## src/rtl/two_finger_touch_gesture_classifier_unit_defines.svh

```systemverilog
// Assertion macros used by the gesture classifier top module.
`ifndef TWO_FINGER_TOUCH_GESTURE_CLASSIFIER_UNIT_DEFINES_SVH
`define TWO_FINGER_TOUCH_GESTURE_CLASSIFIER_UNIT_DEFINES_SVH

// cond must never hold while out of reset
`define TFTG_ASSERT_NEVER(lbl, clk, rst_n, cond, msg) \
    lbl: assert property (@(posedge clk) disable iff (!rst_n) !(cond)) else $error(msg);

// ante implies cons in the same cycle
`define TFTG_ASSERT_IMPL(lbl, clk, rst_n, ante, cons, msg) \
    lbl: assert property (@(posedge clk) disable iff (!rst_n) (ante) |-> (cons)) \
        else $error(msg);

`endif

```

## src/rtl/tftg_pkg.sv

```systemverilog
// Package: types, constants and codes of the two-finger gesture classifier.
package tftg_pkg;

    localparam int COORD_BITS    = 16;
    localparam int RAW_BITS      = 16;
    localparam int POS_BITS      = 16;
    localparam int HEIGHT_BITS   = 12;
    localparam int ROT_BITS      = 2;
    localparam int EVENT_BITS    = 2;
    localparam int CFG_IDX_BITS  = 1;
    localparam int CFG_DATA_BITS = 12;

    localparam int QUEUE_DEPTH   = 4;
    localparam int QPTR_BITS     = $clog2(QUEUE_DEPTH);
    localparam int QCNT_BITS     = $clog2(QUEUE_DEPTH + 1);

    localparam logic [CFG_IDX_BITS-1:0]  CFG_ROTATION      = 1'b0;
    localparam logic [CFG_IDX_BITS-1:0]  CFG_SCREEN_HEIGHT = 1'b1;

    localparam logic [ROT_BITS-1:0]      ROT_SWAP       = 2'd1;
    localparam logic [ROT_BITS-1:0]      ROT_RESET      = 2'd1;
    localparam logic [HEIGHT_BITS-1:0]   HEIGHT_RESET   = 12'd240;
    localparam logic [EVENT_BITS-1:0]    EVT_CONTACT    = 2'd2;

    typedef enum logic [2:0] {
        G_TOUCH_DOWN = 3'd0,
        G_TOUCH_DRAG = 3'd1,
        G_TOUCH_UP   = 3'd2,
        G_PINCH_DOWN = 3'd3,
        G_PINCH_DRAG = 3'd4,
        G_PINCH_UP   = 3'd5
    } t_gesture;

    typedef struct packed {
        logic                  pending;
        logic [EVENT_BITS-1:0] first_event;
        logic [EVENT_BITS-1:0] second_event;
        logic [RAW_BITS-1:0]   first_raw_x;
        logic [RAW_BITS-1:0]   first_raw_y;
        logic [RAW_BITS-1:0]   second_raw_x;
        logic [RAW_BITS-1:0]   second_raw_y;
    } t_in_word;

    typedef struct packed {
        t_gesture              gesture;
        logic [POS_BITS-1:0]   first_pos_x;
        logic [POS_BITS-1:0]   first_pos_y;
        logic [POS_BITS-1:0]   second_pos_x;
        logic [POS_BITS-1:0]   second_pos_y;
        logic                  first_down;
        logic                  second_down;
        logic                  last;
    } t_out_word;

    typedef struct packed {
        logic                     valid;
        logic [CFG_IDX_BITS-1:0]  index;
        logic [CFG_DATA_BITS-1:0] data;
    } t_cfg_wr;

    // up to two result words written into the queue in one cycle
    typedef struct packed {
        logic [1:0] cnt;
        t_out_word  w0;
        t_out_word  w1;
    } t_push;

endpackage

```

## src/rtl/two_finger_touch_gesture_classifier_unit.sv

```systemverilog
// Two-finger touch gesture classifier: one controller report in, zero to two
// gesture words out. A report is taken in any cycle in which the result queue
// has room for two words (o_in_stall low), so reports enter back to back; the
// front end classifies a report and updates the touch state in the cycle it is
// taken. Words leave through a single output register at one word per cycle
// while not stalled; a down, drag or single up makes one word, and a pinch up
// followed by a touch up makes two. The four-entry queue between front and back
// lets reports keep entering while the output side is stalled, until fewer than
// two free entries remain. A report's first word passes through the queue and
// then the output register.
// Reports with the pending flag clear produce nothing and leave state as is.
// Config writes are always ready; index 0 is rotation, index 1 screen height,
// and they are meant to happen only while no words are in flight.
`include "two_finger_touch_gesture_classifier_unit_defines.svh"

module two_finger_touch_gesture_classifier_unit (
    input  logic                                  i_clk,
    input  logic                                  i_rst_n,
    // report input
    input  logic                                  i_in_valid,
    output logic                                  o_in_stall,
    input  tftg_pkg::t_in_word                    i_in_word,
    // gesture word output
    output logic                                  o_out_valid,
    input  logic                                  i_out_stall,
    output tftg_pkg::t_out_word                   o_out_word,
    // config write port
    input  logic                                  i_cfg_valid,
    output logic                                  o_cfg_ready,
    input  logic [tftg_pkg::CFG_IDX_BITS-1:0]     i_cfg_index,
    input  logic [tftg_pkg::CFG_DATA_BITS-1:0]    i_cfg_data
);

    tftg_pkg::t_cfg_wr    cfg;
    tftg_pkg::t_push      push;
    tftg_pkg::t_out_word  head;
    logic                 head_valid;
    logic                 almost_full;
    logic                 pop;
    logic                 take;

    assign o_cfg_ready = 1'b1;
    assign cfg.valid   = i_cfg_valid;
    assign cfg.index   = i_cfg_index;
    assign cfg.data    = i_cfg_data;

    // stall depends on queue fill only, never on input valid
    assign o_in_stall = almost_full;
    assign take       = i_in_valid && !almost_full;

    tftg_front u_front (
        .i_clk     (i_clk),
        .i_rst_n   (i_rst_n),
        .i_cfg     (cfg),
        .i_take    (take),
        .i_in_word (i_in_word),
        .o_push    (push)
    );

    tftg_queue u_queue (
        .i_clk         (i_clk),
        .i_rst_n       (i_rst_n),
        .i_push        (push),
        .i_pop         (pop),
        .o_head        (head),
        .o_head_valid  (head_valid),
        .o_almost_full (almost_full)
    );

    tftg_back u_back (
        .i_clk        (i_clk),
        .i_rst_n      (i_rst_n),
        .i_head       (head),
        .i_head_valid (head_valid),
        .o_pop        (pop),
        .i_out_stall  (i_out_stall),
        .o_out_valid  (o_out_valid),
        .o_out_word   (o_out_word)
    );

    // only a pinch up can be followed by another word of the same report
    `TFTG_ASSERT_IMPL(a_nonlast_is_pinch_up, i_clk, i_rst_n, o_out_valid && !o_out_word.last, o_out_word.gesture == tftg_pkg::G_PINCH_UP, "non-final word is not a pinch up")
    // pinch down marks both fingers down
    `TFTG_ASSERT_IMPL(a_pinch_down_marks, i_clk, i_rst_n, o_out_valid && (o_out_word.gesture == tftg_pkg::G_PINCH_DOWN), o_out_word.first_down && o_out_word.second_down && o_out_word.last, "pinch down with finger not marked")
    // touch up always ends a report and clears both marks
    `TFTG_ASSERT_IMPL(a_touch_up_final, i_clk, i_rst_n, o_out_valid && (o_out_word.gesture == tftg_pkg::G_TOUCH_UP), o_out_word.last && !o_out_word.first_down && !o_out_word.second_down, "touch up not final or marks not cleared")
    // a queue that cannot take two words must never be written
    `TFTG_ASSERT_NEVER(a_no_push_when_full, i_clk, i_rst_n, almost_full && (push.cnt != 2'd0), "words pushed into a nearly full queue")

endmodule

```

## src/rtl/tftg_front.sv

```systemverilog
// Front end: config registers, rotation, gesture state and result word generation.
module tftg_front (
    input  logic                i_clk,
    input  logic                i_rst_n,
    input  tftg_pkg::t_cfg_wr   i_cfg,
    input  logic                i_take,
    input  tftg_pkg::t_in_word  i_in_word,
    output tftg_pkg::t_push     o_push
);

    logic [tftg_pkg::ROT_BITS-1:0]    r_rotation;
    logic [tftg_pkg::HEIGHT_BITS-1:0] r_screen_height;
    logic                             r_touched, n_touched;
    logic                             r_pinched, n_pinched;
    logic [tftg_pkg::COORD_BITS-1:0]  r_pos_x [2];
    logic [tftg_pkg::COORD_BITS-1:0]  r_pos_y [2];
    logic [tftg_pkg::COORD_BITS-1:0]  n_pos_x [2];
    logic [tftg_pkg::COORD_BITS-1:0]  n_pos_y [2];
    logic                             r_down [2];
    logic                             n_down [2];

    logic [tftg_pkg::COORD_BITS-1:0]  p1x, p1y, p2x, p2y;
    logic                             down1, down2, chg1, chg2;
    tftg_pkg::t_push                  push;

    function automatic logic [2*tftg_pkg::COORD_BITS-1:0] rotate(
        input logic [tftg_pkg::ROT_BITS-1:0]    rot,
        input logic [tftg_pkg::HEIGHT_BITS-1:0] height,
        input logic [tftg_pkg::RAW_BITS-1:0]    rx,
        input logic [tftg_pkg::RAW_BITS-1:0]    ry
    );
        logic [tftg_pkg::COORD_BITS-1:0] x, y;
        x = rx[tftg_pkg::COORD_BITS-1:0];
        y = ry[tftg_pkg::COORD_BITS-1:0];
        if (rot == tftg_pkg::ROT_SWAP) begin
            return {y, tftg_pkg::COORD_BITS'(height) - x};
        end
        return {x, y};
    endfunction

    function automatic tftg_pkg::t_out_word mk_word(
        input tftg_pkg::t_gesture              g,
        input logic [tftg_pkg::COORD_BITS-1:0] ax, ay, bx, by,
        input logic                            da, db
    );
        tftg_pkg::t_out_word w;
        w.gesture      = g;
        w.first_pos_x  = tftg_pkg::POS_BITS'(ax);
        w.first_pos_y  = tftg_pkg::POS_BITS'(ay);
        w.second_pos_x = tftg_pkg::POS_BITS'(bx);
        w.second_pos_y = tftg_pkg::POS_BITS'(by);
        w.first_down   = da;
        w.second_down  = db;
        w.last         = 1'b0;
        return w;
    endfunction

    assign {p1x, p1y} = rotate(r_rotation, r_screen_height,
                               i_in_word.first_raw_x, i_in_word.first_raw_y);
    assign {p2x, p2y} = rotate(r_rotation, r_screen_height,
                               i_in_word.second_raw_x, i_in_word.second_raw_y);

    assign down1 = (i_in_word.first_event  == tftg_pkg::EVT_CONTACT);
    assign down2 = (i_in_word.second_event == tftg_pkg::EVT_CONTACT);
    assign chg1  = (p1x != r_pos_x[0]) || (p1y != r_pos_y[0]);
    assign chg2  = (p2x != r_pos_x[1]) || (p2y != r_pos_y[1]);

    always_comb begin
        n_touched = r_touched;
        n_pinched = r_pinched;
        n_pos_x   = r_pos_x;
        n_pos_y   = r_pos_y;
        n_down    = r_down;
        push      = '0;
        if (i_take && i_in_word.pending) begin
            if (down1 && down2) begin
                if (r_pinched) begin
                    if (chg1 || chg2) begin
                        n_pos_x[0] = p1x; n_pos_y[0] = p1y;
                        n_pos_x[1] = p2x; n_pos_y[1] = p2y;
                        push.w0  = mk_word(tftg_pkg::G_PINCH_DRAG, n_pos_x[0], n_pos_y[0],
                                           n_pos_x[1], n_pos_y[1], n_down[0], n_down[1]);
                        push.cnt = 2'd1;
                    end
                end else begin
                    n_pinched  = 1'b1;
                    n_down[0]  = 1'b1;
                    n_down[1]  = 1'b1;
                    n_pos_x[0] = p1x; n_pos_y[0] = p1y;
                    n_pos_x[1] = p2x; n_pos_y[1] = p2y;
                    push.w0  = mk_word(tftg_pkg::G_PINCH_DOWN, n_pos_x[0], n_pos_y[0],
                                       n_pos_x[1], n_pos_y[1], n_down[0], n_down[1]);
                    push.cnt = 2'd1;
                end
            end else if (down1) begin
                if (r_pinched) begin
                    n_pinched  = 1'b0;
                    n_down[1]  = 1'b0;
                    n_pos_x[1] = p2x; n_pos_y[1] = p2y;
                    push.w0  = mk_word(tftg_pkg::G_PINCH_UP, n_pos_x[0], n_pos_y[0],
                                       n_pos_x[1], n_pos_y[1], n_down[0], n_down[1]);
                    push.cnt = 2'd1;
                end else if (r_touched) begin
                    if (chg1) begin
                        n_pos_x[0] = p1x; n_pos_y[0] = p1y;
                        push.w0  = mk_word(tftg_pkg::G_TOUCH_DRAG, n_pos_x[0], n_pos_y[0],
                                           n_pos_x[1], n_pos_y[1], n_down[0], n_down[1]);
                        push.cnt = 2'd1;
                    end
                end else begin
                    n_touched  = 1'b1;
                    n_down[0]  = 1'b1;
                    n_pos_x[0] = p1x; n_pos_y[0] = p1y;
                    push.w0  = mk_word(tftg_pkg::G_TOUCH_DOWN, n_pos_x[0], n_pos_y[0],
                                       n_pos_x[1], n_pos_y[1], n_down[0], n_down[1]);
                    push.cnt = 2'd1;
                end
            end else begin
                // finger one lifted: pinch up if pinched, then touch up if touched
                if (r_pinched) begin
                    n_pinched  = 1'b0;
                    n_down[1]  = 1'b0;
                    n_pos_x[1] = p2x; n_pos_y[1] = p2y;
                    push.w0  = mk_word(tftg_pkg::G_PINCH_UP, n_pos_x[0], n_pos_y[0],
                                       n_pos_x[1], n_pos_y[1], n_down[0], n_down[1]);
                    push.cnt = 2'd1;
                end
                if (r_touched) begin
                    n_touched  = 1'b0;
                    n_down[0]  = 1'b0;
                    n_pos_x[0] = p1x; n_pos_y[0] = p1y;
                    if (r_pinched) begin
                        push.w1  = mk_word(tftg_pkg::G_TOUCH_UP, n_pos_x[0], n_pos_y[0],
                                           n_pos_x[1], n_pos_y[1], n_down[0], n_down[1]);
                        push.cnt = 2'd2;
                    end else begin
                        push.w0  = mk_word(tftg_pkg::G_TOUCH_UP, n_pos_x[0], n_pos_y[0],
                                           n_pos_x[1], n_pos_y[1], n_down[0], n_down[1]);
                        push.cnt = 2'd1;
                    end
                end
            end
            if (push.cnt == 2'd2) begin
                push.w1.last = 1'b1;
            end else if (push.cnt == 2'd1) begin
                push.w0.last = 1'b1;
            end
        end
    end

    assign o_push = push;

    always_ff @(posedge i_clk) begin
        if (!i_rst_n) begin
            r_rotation      <= tftg_pkg::ROT_RESET;
            r_screen_height <= tftg_pkg::HEIGHT_RESET;
            r_touched       <= 1'b0;
            r_pinched       <= 1'b0;
            r_pos_x[0]      <= '0;
            r_pos_x[1]      <= '0;
            r_pos_y[0]      <= '0;
            r_pos_y[1]      <= '0;
            r_down[0]       <= 1'b0;
            r_down[1]       <= 1'b0;
        end else begin
            if (i_cfg.valid) begin
                case (i_cfg.index)
                    tftg_pkg::CFG_ROTATION:
                        r_rotation <= i_cfg.data[tftg_pkg::ROT_BITS-1:0];
                    tftg_pkg::CFG_SCREEN_HEIGHT:
                        r_screen_height <= i_cfg.data[tftg_pkg::HEIGHT_BITS-1:0];
                    default: ;
                endcase
            end
            r_touched <= n_touched;
            r_pinched <= n_pinched;
            r_pos_x   <= n_pos_x;
            r_pos_y   <= n_pos_y;
            r_down    <= n_down;
        end
    end

endmodule

```

## src/rtl/tftg_queue.sv

```systemverilog
// Result word queue: takes up to two words a cycle, gives one.
module tftg_queue (
    input  logic                 i_clk,
    input  logic                 i_rst_n,
    input  tftg_pkg::t_push      i_push,
    input  logic                 i_pop,
    output tftg_pkg::t_out_word  o_head,
    output logic                 o_head_valid,
    output logic                 o_almost_full
);

    tftg_pkg::t_out_word              r_mem [tftg_pkg::QUEUE_DEPTH];
    logic [tftg_pkg::QPTR_BITS-1:0]   r_wr_ptr, n_wr_ptr;
    logic [tftg_pkg::QPTR_BITS-1:0]   r_rd_ptr, n_rd_ptr;
    logic [tftg_pkg::QCNT_BITS-1:0]   r_count, n_count;
    logic [tftg_pkg::QPTR_BITS-1:0]   wr_ptr_p1;

    assign wr_ptr_p1     = r_wr_ptr + tftg_pkg::QPTR_BITS'(1);
    assign o_head        = r_mem[r_rd_ptr];
    assign o_head_valid  = (r_count != '0);
    // room for two words must remain before a report is taken
    assign o_almost_full = (r_count > tftg_pkg::QCNT_BITS'(tftg_pkg::QUEUE_DEPTH - 2));

    always_comb begin
        n_wr_ptr = r_wr_ptr + tftg_pkg::QPTR_BITS'(i_push.cnt);
        n_rd_ptr = r_rd_ptr + tftg_pkg::QPTR_BITS'(i_pop);
        n_count  = r_count + tftg_pkg::QCNT_BITS'(i_push.cnt)
                 - tftg_pkg::QCNT_BITS'(i_pop);
    end

    always_ff @(posedge i_clk) begin
        if (i_push.cnt != 2'd0) begin
            r_mem[r_wr_ptr] <= i_push.w0;
        end
        if (i_push.cnt == 2'd2) begin
            r_mem[wr_ptr_p1] <= i_push.w1;
        end
    end

    always_ff @(posedge i_clk) begin
        if (!i_rst_n) begin
            r_wr_ptr <= '0;
            r_rd_ptr <= '0;
            r_count  <= '0;
        end else begin
            r_wr_ptr <= n_wr_ptr;
            r_rd_ptr <= n_rd_ptr;
            r_count  <= n_count;
        end
    end

endmodule

```

## src/rtl/tftg_back.sv

```systemverilog
// Back end: output register draining one queue word per unstalled cycle.
module tftg_back (
    input  logic                 i_clk,
    input  logic                 i_rst_n,
    input  tftg_pkg::t_out_word  i_head,
    input  logic                 i_head_valid,
    output logic                 o_pop,
    input  logic                 i_out_stall,
    output logic                 o_out_valid,
    output tftg_pkg::t_out_word  o_out_word
);

    logic                r_valid, n_valid;
    tftg_pkg::t_out_word r_word;

    assign o_pop   = i_head_valid && (!r_valid || !i_out_stall);
    assign n_valid = o_pop || (r_valid && i_out_stall);

    always_ff @(posedge i_clk) begin
        if (o_pop) begin
            r_word <= i_head;
        end
    end

    always_ff @(posedge i_clk) begin
        if (!i_rst_n) begin
            r_valid <= 1'b0;
        end else begin
            r_valid <= n_valid;
        end
    end

    assign o_out_valid = r_valid;
    assign o_out_word  = r_word;

endmodule

```

## config.mk

```make
export PLATFORM = sky130hd
export DESIGN_NAME = two_finger_touch_gesture_classifier_unit
export DESIGN_NICKNAME = d
export VERILOG_FILES = /design/src/rtl/tftg_pkg.sv /design/src/rtl/two_finger_touch_gesture_classifier_unit.sv /design/src/rtl/tftg_front.sv /design/src/rtl/tftg_queue.sv /design/src/rtl/tftg_back.sv
export VERILOG_INCLUDE_DIRS = /design/src /design/src/rtl
export SDC_FILE = /design/constraint.sdc
export NUM_CORES = 1
export LEC_CHECK = 0
export BUFFER_PORTS_ARGS = -buffer_cell sky130_fd_sc_hd__clkbuf_2
export CAP_MARGIN = 30
export CORE_AREA = 2 2 207 311
export CTS_CLUSTER_SIZE = 20
export DETAILED_ROUTE_END_ITERATION = 6
export DIE_AREA = 0 0 209 313
export GPL_TIMING_DRIVEN = 0
export MAX_ROUTING_LAYER = met4
export PLACE_DENSITY = 0.59
export SETUP_SLACK_MARGIN = 0.15
export SKIP_CTS_REPAIR_TIMING = 1
export SYNTH_ARGS = -nofsm -noshare
export SYNTH_HDL_FRONTEND = slang
export SYNTH_SLANG_ARGS = --single-unit
```

## constraint.sdc

```tcl
create_clock -name i_clk -period 8.2 [get_ports i_clk]
set_input_delay 0.41 -clock i_clk [delete_from_list [all_inputs] [get_ports i_clk]]
set_output_delay 0.41 -clock i_clk [all_outputs]
set_load 0.005 [all_outputs]
```

# == After elaboration in Yosys (flattened, before gate mapping) ==
# Memories as Yosys holds them, arrays and structs flattened. A register that Yosys moved wholly into a read port is not among the register bits.
# Index checks and enable logic that the tools add are counted.
# classes
n_addsub,7
order_cmp,1
eq_ne,16
muxes,56
n_bitwise,2
n_reduce_logical,23
# ops
cell,count
two-way mux 32 bit,12
two-way mux 71 bit,5
two-way mux 72 bit,4
two-way mux 142 bit,2
two-way mux 70 bit,3
two-way mux 16 bit,10
two-way mux 69 bit,1
inequality test 16 bit,4
subtractor 12 x 16 -> 16 bit,2
two-way mux 1 bit,15
AND reduction 5 bit,2
inequality test 3 bit (second input constant),3
== test 2 bit (second input constant),4
two-way mux 2 bit,4
AND reduction 2 bit,4
nonzero test 3 bit,2
logical AND 1 bit,5
logical OR 1 bit,5
== test 2 x 1 -> 1 bit (second input constant),2
inequality test 2 bit (second input constant),2
inequality test 4 bit (second input constant),1
adder 3 x 2 -> 3 bit,1
greater-than comparator 3 x 2 -> 1 bit (second input constant),1
logical NOT 1 bit,3
7 further kinds,8
# totals
ff_bits,90
ram_bits,280
input_bits,87
output_inout_bits,73
elab_cells,120
n_memories,1
# mem_list
memory,words,word_bits,read_ports,rd_clocked_by_memory_dff,wr,line,source
u_queue.r_mem,4,70,1,1,2,tftg_queue.sv:12,tftg_pkg::t_out_word r_mem [tftg_pkg::QUEUE_DEPTH];

# == Longest topological paths before layout ==
# logic_depth
ltp_word,18
depth_mapped,19
mapped_depth_nobuf,17

# == Hierarchy ==
# A second synthesis with hierarchy kept.
# hier_totals
cells_unflattened,2244
area_unflattened_um2,25881.1
# modules_own_cells
mod,instances,cells_per_inst,area_each_um2,seq_area_each_um2
tftg_queue,1,721,13897.1,8548.2
tftg_front,1,1446,9818.2,1641.6
tftg_back,1,74,2140.8,2122.0
two_finger_touch_gesture_classifier_unit,1,3,25.0,0.0

# == Worst setup path after synthesis ==
# No wires, ideal clock.
# synth_timing
kind,input to register
start,input i_in_word[16] (netlist bit)
end,memory u_queue.r_mem[2][0] (netlist bit) (enable)
setup_ns,0.707
arrival_time_ns,5.076
t_required_ns,7.493
slack_ns,2.416
cell_stages,16
n_path_buf,3
path_cell_list,ha_1 fa_1 nor2b_1 o211ai_1 a2111oi_0 a211oi_2 xor2_1 nand3_1 or4_1 or4_4 a21o_1 buf_2 o21ai_1 buf_4 buf_6 nand2_1
# synth_rtl
item,line,source
start: declaration,two_finger_touch_gesture_classifier_unit.sv:22,"input tftg_pkg::t_in_word i_in_word,"
end: declaration,tftg_queue.sv:12,

==> out/qor.csv <==
metric;value;unit
I/O pin count;160;
Hold Startpoint;i_cfg_data[6];
final WL;103000;µm
final design utilization;0.454;
pin count of the biggest net entering global routing;51;
P&R area growth vs syn;14.8;%
number of routed nets with antenna violations;0;
endpoint of the worst hold path;u_front.r_screen_height[6]$_SDFFE_PN1P_;
flops & latches, synth;440;
Synth area leader;edfxtp_1;
status;finished, violations left;
initial antenna violation count;1;
syn nets;2443;
Max-cap violations;0;
WP data arrival;6.80;ns
initial core utilization;0.396;
# fillers;5831;
Via density;6.48;
layout cells sized above 1;0.155;
fin crit period;6.50;ns
CORE AREA;62900;µm²
final number of hold-violating endpoints;0;
Min-Delay Path Class;in2reg;
full die area;65400;µm²
RSZ-0062 raised after global routing;no;
synthesized cell area;24900;µm²
Synth area leaders;edfxtp_1 41%, dfxtp_1 8.2%, mux4_2 6.3%;
DR WL/cell;30.5;µm
Total Routing Usage GR;0.319;
CP Launch Type;flop;
violated checks;DRC;
final instance area;28600;µm²
synthesized instance count;2322;
Synth top area share;0.408;
Worst R2R Path Depth;16;
HPWL Detailed;80800;µm
global route overflow;0;
WP data required;8.50;ns
Die Width;209;µm
Nets;2659;
FF-to-FF Start;u_front.r_screen_height[5]$_SDFFE_PN1P_;
Unique masters post-synth;87;
R2R Path End;u_queue.r_mem[3][53]$_DFFE_PP_;
clk sinks;440;
Finish-stage setup viols;0;
Site Rows;113;
Post-synth EDFFs;338;
port buffer count;153;
Slew Limit Headroom;0.308;
Clock transition at path regs;0.06;ns
via count;21900;
total CTS buffers;44;
worst skew pair latency;0.61;ns
CTS max path bufs;3;
# DRC;8;
GP Congestion;0.994;
Tcrit/Tclk final;0.793;
Crit. End Element;flop;
flop-to-flop setup slack;1.70;ns
Yosys warnings;0;
htree depth;2;
chip height;313;µm
commonest register cell after synthesis;edfxtp_1;
Root Buffer;clkbuf_16;
post-synthesis sequential area ratio;0.490;
Placed Instance Area;27000;µm²
Pre-Repair DR Iteration Count;7;
max-slew violation count;0;
Peak Freq;154;MHz
WHS Path Cells;3;
Slew @ Worst Pin;1.01;ns
P per Cell Area;246;nW/µm²
syn_area_per_cell;10.7;µm²
Iter 0 DRT Violations;2534;
CTS tree;yes;
Leak Pwr;9.82;nW
worst clock skew;0.0237;ns
crit path max fanout;50;
vias in the first global route;21400;
share of synthesized flip-flops with an asynchronous set or reset;0;
maximum VDD drop;0.000152;V
WS Path Type;reg2reg;
crit path from;u_front.r_screen_height[5]$_SDFFE_PN1P_;
first-pass GRT wire length;147000;µm
## worst max path at each step
| stage | slack (ns) | endpoint | cells after the start |
|---|---|---|---|
| 6_report | 1.70 | u_queue.r_mem[3][53]$_DFFE_PP_ | 16 |
| 5_1_grt | 1.50 | u_queue.r_mem[3][53]$_DFFE_PP_ | 17 |
| 4_1_cts | 1.82 | u_queue.r_mem[0][20]$_DFFE_PP_ | 17 |
| 3_5_place_dp | 1.62 | u_queue.r_mem[0][20]$_DFFE_PP_ | 18 |
| 3_3_place_gp | -0.88 | u_queue.r_mem[3][57]$_DFFE_PP_ | 16 |
| 2_1_floorplan | 2.42 | u_queue.r_mem[2][0]$_DFFE_PP_ | 16 |
## state kept, by name, indices dropped and copies added (netlist names)
register                 cells
u_queue.r_mem              280
u_back.o_out_word           70
u_front.r_pos_x             32
u_front.r_pos_y             32
u_front.r_screen_height     12
u_queue.r_count              3
u_front.r_down               2
u_front.r_rotation           2
u_queue.r_rd_ptr             2
u_queue.r_wr_ptr             2
u_back.o_out_valid           1
u_front.r_pinched            1
u_front.r_touched            1
## final cells by class
type,instances,area [µm²],area share
plain buffers,194,918,0.0321
multi-input cells,1616,11600,0.404
clock buffers,54,1200,0.0419
well taps,805,1010,0.0352
flip-flops and latches,440,12200,0.427
repair buffers,170,1040,0.0365
clock inverters,28,393,0.0137
inverters,72,270,0.00946
diodes,1,2.50,0.0000876
## metal layers
metal	vias to the layer above	track usage	share of wire
li1	9516	-	-
met1	10800	0.373	0.37
met2	1247	0.537	0.49
met3	301	0.0361	0.072
met4	0	0.174	0.064
met5	-	-	0
## worst max-delay path: stages, from the launching register on
cell	delay (ns)
dfxtp_1	0.41
ha_1	0.26
clkbuf_1	0.22
a21oi_1	0.74
nand2_1	0.16
o21a_1	0.32
a22oi_1	0.42
nand4b_1	0.34
or4_1	0.58
nor2_1	0.72
a21oi_1	0.24
a211oi_2	0.35
or2_2	0.19
buf_2	0.32
buf_4	0.28
nand2_4	0.25
buf_16	0.35
## cells by family after synthesis
logic type | Yosys count | synth area share
compound gates | 775 | 0.216
simple gates | 606 | 0.116
flops | 440 | 0.490
buf+inv | 266 | 0.0478
mux | 118 | 0.0828
xor+xnor | 82 | 0.0300
fa+ha+maj | 34 | 0.0180
other cells | 1 | 0.000151
## stage by stage
| step | total power [mW] | worst slack, ns | instances | hold WS, ns | setup TNS, ns |
|---|---|---|---|---|---|
| 2_1_floorplan | 3.99 | 2.42 | 2322 | 0.435 | 0 |
| 3_3_place_gp | 4.78 | -0.881 | 3280 | 0.441 | -211.89 |
| 3_5_place_dp | 4.84 | 1.62 | 3297 | 0.458 | 0 |
| 4_1_cts | 7.05 | 1.82 | 3379 | 0.000959 | 0 |
| 5_1_grt | 7.26 | 1.50 | 3380 | 0.0301 | 0 |
| 6_report | 7.03 | 1.70 | 3380 | 0.0201 | 0 |
## layout by cell type, fill, tap and decap left out, types with 46 or more instances in the layout
| cell type | n |
|---|---|
| inv_1 | 71 |
| clkbuf_2 | 153 |
| nor2_1 | 154 |
| o22ai_1 | 179 |
| edfxtp_1 | 338 |
| xnor2_1 | 49 |
| nand2_1 | 196 |
| dfxtp_1 | 102 |
| mux2i_1 | 46 |
| a21oi_1 | 112 |
| clkbuf_1 | 127 |
| o21ai_0 | 96 |
| a22o_1 | 88 |
| nor3_1 | 49 |
| mux4_2 | 70 |
## power by group
| part | leakage [nW] | internal (mW) | switching (mW) |
|---|---|---|---|
| sequential | 3.94 | 2.75 | 0.102 |
| combinational | 5.11 | 0.759 | 1.18 |
| clock | 0.775 | 1.30 | 0.933 |
| total | 9.82 | 4.81 | 2.22 |
## cell usage after synthesis, types with 11 or more instances
cell type / number
edfxtp_1: 338
xnor2_1: 49
and2_1: 12
nor2b_1: 18
o21ai_0: 96
a22oi_1: 12
clkbuf_1: 123
o221ai_1: 14
o21a_1: 11
buf_1: 22
inv_1: 71
and3_1: 29
o22ai_1: 179
mux4_2: 70
buf_2: 20
dfxtp_1: 102
a21o_1: 19
nand4_1: 13
mux2i_1: 46
a211oi_1: 31
nor3_1: 49
a21oi_1: 113
nand3_1: 41
xor2_1: 31
o31ai_1: 14
nor2_1: 154
nand2_1: 200
ha_1: 31
nand2b_1: 34
a22o_1: 88
a31oi_1: 32
buf_4: 14
a311oi_1: 20
buf_6: 15
o211ai_1: 33
(Power assumes the default switching activity.)
